===== src/design/gpsm_pkg.sv =====
`timescale 1ns / 1ps
// ----------------------------------------------------------------------------
// gpsm_pkg
// Shared constants and control/status types of the glob stream matcher.
// ----------------------------------------------------------------------------
package gpsm_pkg;
   localparam int PATTERN_MAX = 32;
   localparam int POS_W = $clog2(PATTERN_MAX + 2);
   localparam int IDX_W = $clog2(PATTERN_MAX);

   localparam logic [7:0] CH_ESC  = 8'h5C;
   localparam logic [7:0] CH_STAR = 8'h2A;
   localparam logic [7:0] CH_DOT  = 8'h2E;

   // register indexes
   localparam logic [2:0] REG_MODE = 3'd0;
   localparam logic [2:0] REG_LEN  = 3'd1;
   localparam logic [2:0] REG_W0   = 3'd2;
   localparam logic [2:0] REG_W1   = 3'd3;
   localparam logic [2:0] REG_W2   = 3'd4;
   localparam logic [2:0] REG_W3   = 3'd5;

   // match modes
   localparam logic [1:0] MODE_LITERAL = 2'd0;
   localparam logic [1:0] MODE_PREFIX  = 2'd1;
   localparam logic [1:0] MODE_SUFFIX  = 2'd2;
   localparam logic [1:0] MODE_GLOB    = 2'd3;

   // glob phases
   localparam logic [1:0] PH_NORMAL = 2'd0;
   localparam logic [1:0] PH_RUN    = 2'd1;
   localparam logic [1:0] PH_SCAN   = 2'd2;

   typedef struct packed {
      logic load;     // capture byte, update literal/suffix trackers
      logic glob_go;  // run one glob pattern step
      logic finish;   // compute verdict and clear per-string state
   } gpsm_cmd_type;

   typedef struct packed {
      logic glob_busy; // glob walk needs another step
   } gpsm_sts_type;
endpackage


===== src/design/gpsm_control.sv =====
`timescale 1ns / 1ps
// ----------------------------------------------------------------------------
// gpsm_control
// Sequencer: load byte, walk glob steps, then on a last item finish and present the result.
// ----------------------------------------------------------------------------
module gpsm_control import gpsm_pkg::*; (
   input  logic         clock,
   input  logic         reset,
   input  logic         req_valid,
   output logic         req_stall,
   input  logic         req_has_byte,
   input  logic         req_last,
   output logic         rsp_valid,
   input  logic         rsp_stall,
   output logic         rsp_matched,
   input  gpsm_sts_type sts,
   input  logic         verdict,
   output gpsm_cmd_type cmd
);
   typedef enum logic [1:0] {S_IDLE, S_GLOB, S_FINAL} state_type;
   state_type state_ff;
   logic has_ff, last_ff, out_v_ff, out_m_ff;

   logic accept;
   assign req_stall = (state_ff != S_IDLE);
   assign accept = req_valid && !req_stall;
   assign rsp_valid = out_v_ff;
   assign rsp_matched = out_m_ff;

   always_comb begin
      cmd = '0;
      cmd.load = accept;
      cmd.glob_go = (state_ff == S_GLOB) && has_ff;
      cmd.finish = (state_ff == S_FINAL) && !(out_v_ff && rsp_stall);
   end

   always_ff @(posedge clock) begin
      if (reset) begin
         state_ff <= S_IDLE; has_ff <= 1'b0; last_ff <= 1'b0;
         out_v_ff <= 1'b0; out_m_ff <= 1'b0;
      end else begin
         // result register: load on finish, free when taken
         if (cmd.finish) begin
            out_v_ff <= 1'b1; out_m_ff <= verdict;
         end else if (out_v_ff && !rsp_stall) begin
            out_v_ff <= 1'b0;
         end
         unique case (state_ff)
            S_IDLE: if (accept) begin
               has_ff <= req_has_byte; last_ff <= req_last;
               state_ff <= S_GLOB;
            end
            // stay while the glob walk owes another step
            S_GLOB: if (!(has_ff && sts.glob_busy)) begin
               state_ff <= last_ff ? S_FINAL : S_IDLE;
            end
            S_FINAL: if (cmd.finish) begin
               state_ff <= S_IDLE;
            end
            default: state_ff <= S_IDLE;
         endcase
      end
   end
endmodule


===== config.mk =====
export PLATFORM = sky130hd
export DESIGN_NAME = gpsm_control
export DESIGN_NICKNAME = d
export VERILOG_FILES = /design/src/design/gpsm_pkg.sv /design/src/design/gpsm_control.sv
export SDC_FILE = /design/constraint.sdc
export NUM_CORES = 1
export LEC_CHECK = 0
export BUFFER_PORTS_ARGS = -buffer_cell sky130_fd_sc_hd__clkbuf_2
export CAP_MARGIN = 20
export CORE_AREA = 10 10 47 49
export CTS_CLUSTER_DIAMETER = 80
export DETAILED_ROUTE_END_ITERATION = 10
export DIE_AREA = 0 0 57 59
export GPL_TIMING_DRIVEN = 0
export HOLD_SLACK_MARGIN = 0.02
export SYNTH_ARGS = -nofsm -noshare
export SYNTH_HDL_FRONTEND = slang
export SYNTH_SLANG_ARGS = --single-unit

===== constraint.sdc =====
create_clock -name clock -period 1.6 [get_ports clock]
set_input_delay 0.32 -clock clock [delete_from_list [all_inputs] [get_ports clock]]
set_output_delay 0.32 -clock clock [all_outputs]
set_load 0.01 [all_outputs]

# [Word-level counts from Yosys, hierarchy flattened]
# Index checks and enable logic that the tools add are counted.
[totals] word_cells=31 output_inout_bits=6 input_bits=8 register_bits=6
[op_classes] reduce_logical=14 mux=7 n_eq_ne=5
[op_table] operator="$mux W2" count=4
[op_table] operator="$logic_and A1 B1 Y1" count=6
[op_table] operator="$ne A2 B2 Y1 const B" count=3
[op_table] operator="$pmux W2 S3" count=1
[op_table] operator="$reduce_bool A2 Y1" count=2
[op_table] operator="$logic_not A1 Y1" count=3
[op_table] operator="$reduce_and A3 Y1" count=1
[op_table] operator="$eq A2 B1 Y1 const B" count=1
[op_table] operator="$eq A2 B2 Y1 const B" count=1
[op_table] operator="$logic_not A2 Y1" count=1
[op_table] operator="$mux W1" count=2
[op_table] operator="$reduce_and A2 Y1" count=1

# [Logic depth before layout (Yosys ltp)]
[logic_depth] depth_word=5 mapped_depth=3 mapped_depth_nobuf=3

# [Worst setup path before layout]
# No wires, ideal clock.
[synth_path] kind="register to output" startpoint="register state_ff[1]" endpoint="output cmd[2] (netlist name)" n_path_buf=1 path_slack_ps=540 t_arrival_ps=740 path_stages_with_launch=3 required_ps=1280 path_cell_list="dfxtp_1 nor3b_4 buf_4"
[synth_via] elab_chain_cells=3
[synth_lines] item="from (decl)" line="gpsm_control.sv:21" source="state_type state_ff;"
[synth_lines] item="from (signal assigned)" line="gpsm_control.sv:55" source="state_ff <= last_ff ? S_FINAL : S_IDLE;"
[synth_lines] item="$reduce_bool A2 Y1" line="gpsm_control.sv:25" source="assign req_stall = (state_ff != S_IDLE);"
[synth_lines] item="$logic_not A1 Y1" line="gpsm_control.sv:26" source="assign accept = req_valid && !req_stall;"
[synth_lines] item="$logic_and A1 B1 Y1" line="gpsm_control.sv:26"
[synth_lines] item="to (decl)" line="gpsm_control.sv:18" source="output gpsm_cmd_type cmd"
# Every way passes these cells.

==> results_dict.tcl <==
set metrics [dict create \
    status "finished clean" \
    n_fill_cell 165 \
    drc 0 \
    fin_tns_setup_ns 0 \
    regToRegStartpoint "state_ff[1]" \
    routabilityCongestion 0.661 \
    clkTransAtPathRegs_ns 0.05 \
    synth_seq_cells 6 \
    layout.cells.non_filler 60 \
    slew_violations 0 \
    num_rows 14 \
    diodes 0 \
    crit_fanout 7 \
    grt_use_total_pct 4.32 \
    ys_warn_count 0 \
    r2r-end "has_ff" \
    final_cell_mix "clkbuf_2 (13), dfxtp_1 (6)" \
    max_freq_ghz 0.683 \
    hold_viol 0 \
    via_count 249 \
    finalClockSkew_ns 0.00305 \
    avgSynthCellArea_um2 10.1 \
    hpwl_um 521 \
    antenna_found_initial 0 \
    cap_violations 0 \
    yosys.area.top_type "dfxtp_1" \
    yosysTopAreaCellShare_pct 42.7 \
    dp_slack_ns 0.361 \
    setup_ws_ns 0.136 \
    cts_hold_buf 0 \
    startpoint_type "flop" \
    p_leak_nw 0.177 \
    yosysUniqueCellTypes 16 \
    cts_resized 0 \
    io_pins 14 \
    cts_tree "done" \
    vdd_drop_max_v 0.000264 \
    grt_overflow_total 0 \
    clock_path_buffers 2 \
    cts_num_sinks 6 \
    htree_levels 1 \
    cts_buffers 3 \
    cp.arrival_ns 1.14 \
    hp-start "req_last" \
    crit_path_end_kind "output pin" \
    post-cts-setup-buffers 0 \
    min_period_over_period_pct 91.5 \
    slew_headroom_pct 83.3 \
    grt_max_degree 9 \
    final_common_cell "clkbuf_2" \
    setup_violations 0 \
    root_buffer "clkbuf_4" \
    initial_utilization_pct 20.1 \
    clock_latency_ns 0.24 \
    powerDensity_nw_per_um2 879 \
    viasPerCell 4.15 \
    syn-num-nets 36 \
    synth_cells 28 \
    hold_end "last_ff" \
    tightest_slew_ns 0.250 \
    layout.nets 54 \
    hold_class "in -> reg" \
    die_y_um 59 \
    drt_iter0_markers 11 \
    dpl_cell_area_um2 367 \
    totalWireLength_um 673 \
    period_needed_ns 1.46 \
    port_buffers 13 \
    drive_gt1_share_pct 50.0 \
    grt_setup_unrepaired "false" \
    synth-seq-area-share_pct 42.7 \
    dp_cells 57 \
    core_area_um2 1400 \
    wl_per_cell_um 11.2 \
    synth_area_leaders "dfxtp_1 (43%), mux2i_1 (11%), nand2b_1 (6.7%), nor3b_4 (6.7%), and4bb_2 (4.4%)" \
    holdPathStages 3 \
    worst-r2r-setup-slack_ns 0.59 \
    final_cell_area_um2 389 \
    fp.dieW_um 57 \
    netlist_area_um2 282 \
    whs_ns 0.313 \
    crit_type "reg -> out" \
    ant_nets 0 \
    grt_pass1_wl_um 1100 \
    first_global_vias 255 \
    first_pass_iters 4 \
    required_ns 1.28 \
    rr_worst_depth 3 \
    synthToLayoutAreaGrowth_pct 38.2 \
    die_area_um2 3360 \
]
worst max path at each step:
stage / from / endpoint / slack (ns) / cells after the start
finish: state_ff[0] / cmd[0] / 0.14 / 3
detailed placement: req_valid / cmd[2] / 0.36 / 4
global placement: req_valid / cmd[2] / 0.37 / 4
floorplan: state_ff[1] / cmd[2] / 0.54 / 2
global route: state_ff[1] / cmd[0] / 0.03 / 3
CTS: state_ff[1] / cmd[0] / 0.11 / 3
stage by stage:
step	total power [mW]	utilization (%)
after floorplan	0.187	-
after global placement	0.205	26.2
after detailed placement	0.206	26.2
after CTS	0.353	27.8
after global routing	0.367	27.8
final	0.342	27.8
cell usage after synthesis:
library cell,count
o31ai_1,1
and4bb_2,1
and3b_2,1
a21oi_2,1
nor2b_1,1
nor3_1,1
mux2i_1,3
buf_4,1
or2_2,1
nand2_1,3
nor2_1,2
nand2b_1,3
a31oi_1,1
nor3b_4,1
dfxtp_1,6
a21oi_1,1
area by class of cell:
cell class / instances / area, um^2 / area share [%]
multi-input combinational: 21 / 154 / 39.5
tap: 16 / 20.0 / 5.14
sequential: 6 / 120 / 30.9
timing repair buffer: 13 / 65.1 / 16.7
buffer: 1 / 7.51 / 1.93
clock buffer: 3 / 22.5 / 5.79
sequential cells by signal, summed over array words and instances, names as in the netlist:
signal	cells
last_ff	1
has_ff	1
rsp_valid	1
state_ff	2
rsp_matched	1
worst max-delay path, cell delays in order, from the launching register on:
cell and delay, ns:
dfxtp_1 0.37, nand2b_1 0.22, a21oi_2 0.16, clkbuf_2 0.16
routing by layer:
layer  part of all wire (%)  wire length [um]  up-vias  track usage (%)
met1                     52               351      103             5.11
met2                     36               239       14             4.50
li1                       -                 -      130                -
met5                      0                 0        -                0
met4                   0.89                 6        0             5.03
met3                     11                75        2             2.79
kinds of logic after synthesis:
logic type | after synthesis | synth area share (%)
and+or+nand+nor | 14 | 34.2
DFF | 6 | 42.7
AOI/OAI and AO/OA | 4 | 9.78
muxes | 3 | 10.7
buffers and inverters | 1 | 2.67
power breakdown:
group / internal [mW] / leakage, nW / switching (mW)
logic: 0.0239 / 0.114 / 0.0171
clock network: 0.0849 / 0.0138 / 0.0546
registers: 0.156 / 0.0489 / 0.00611
Power figures use the tool's default switching activity.
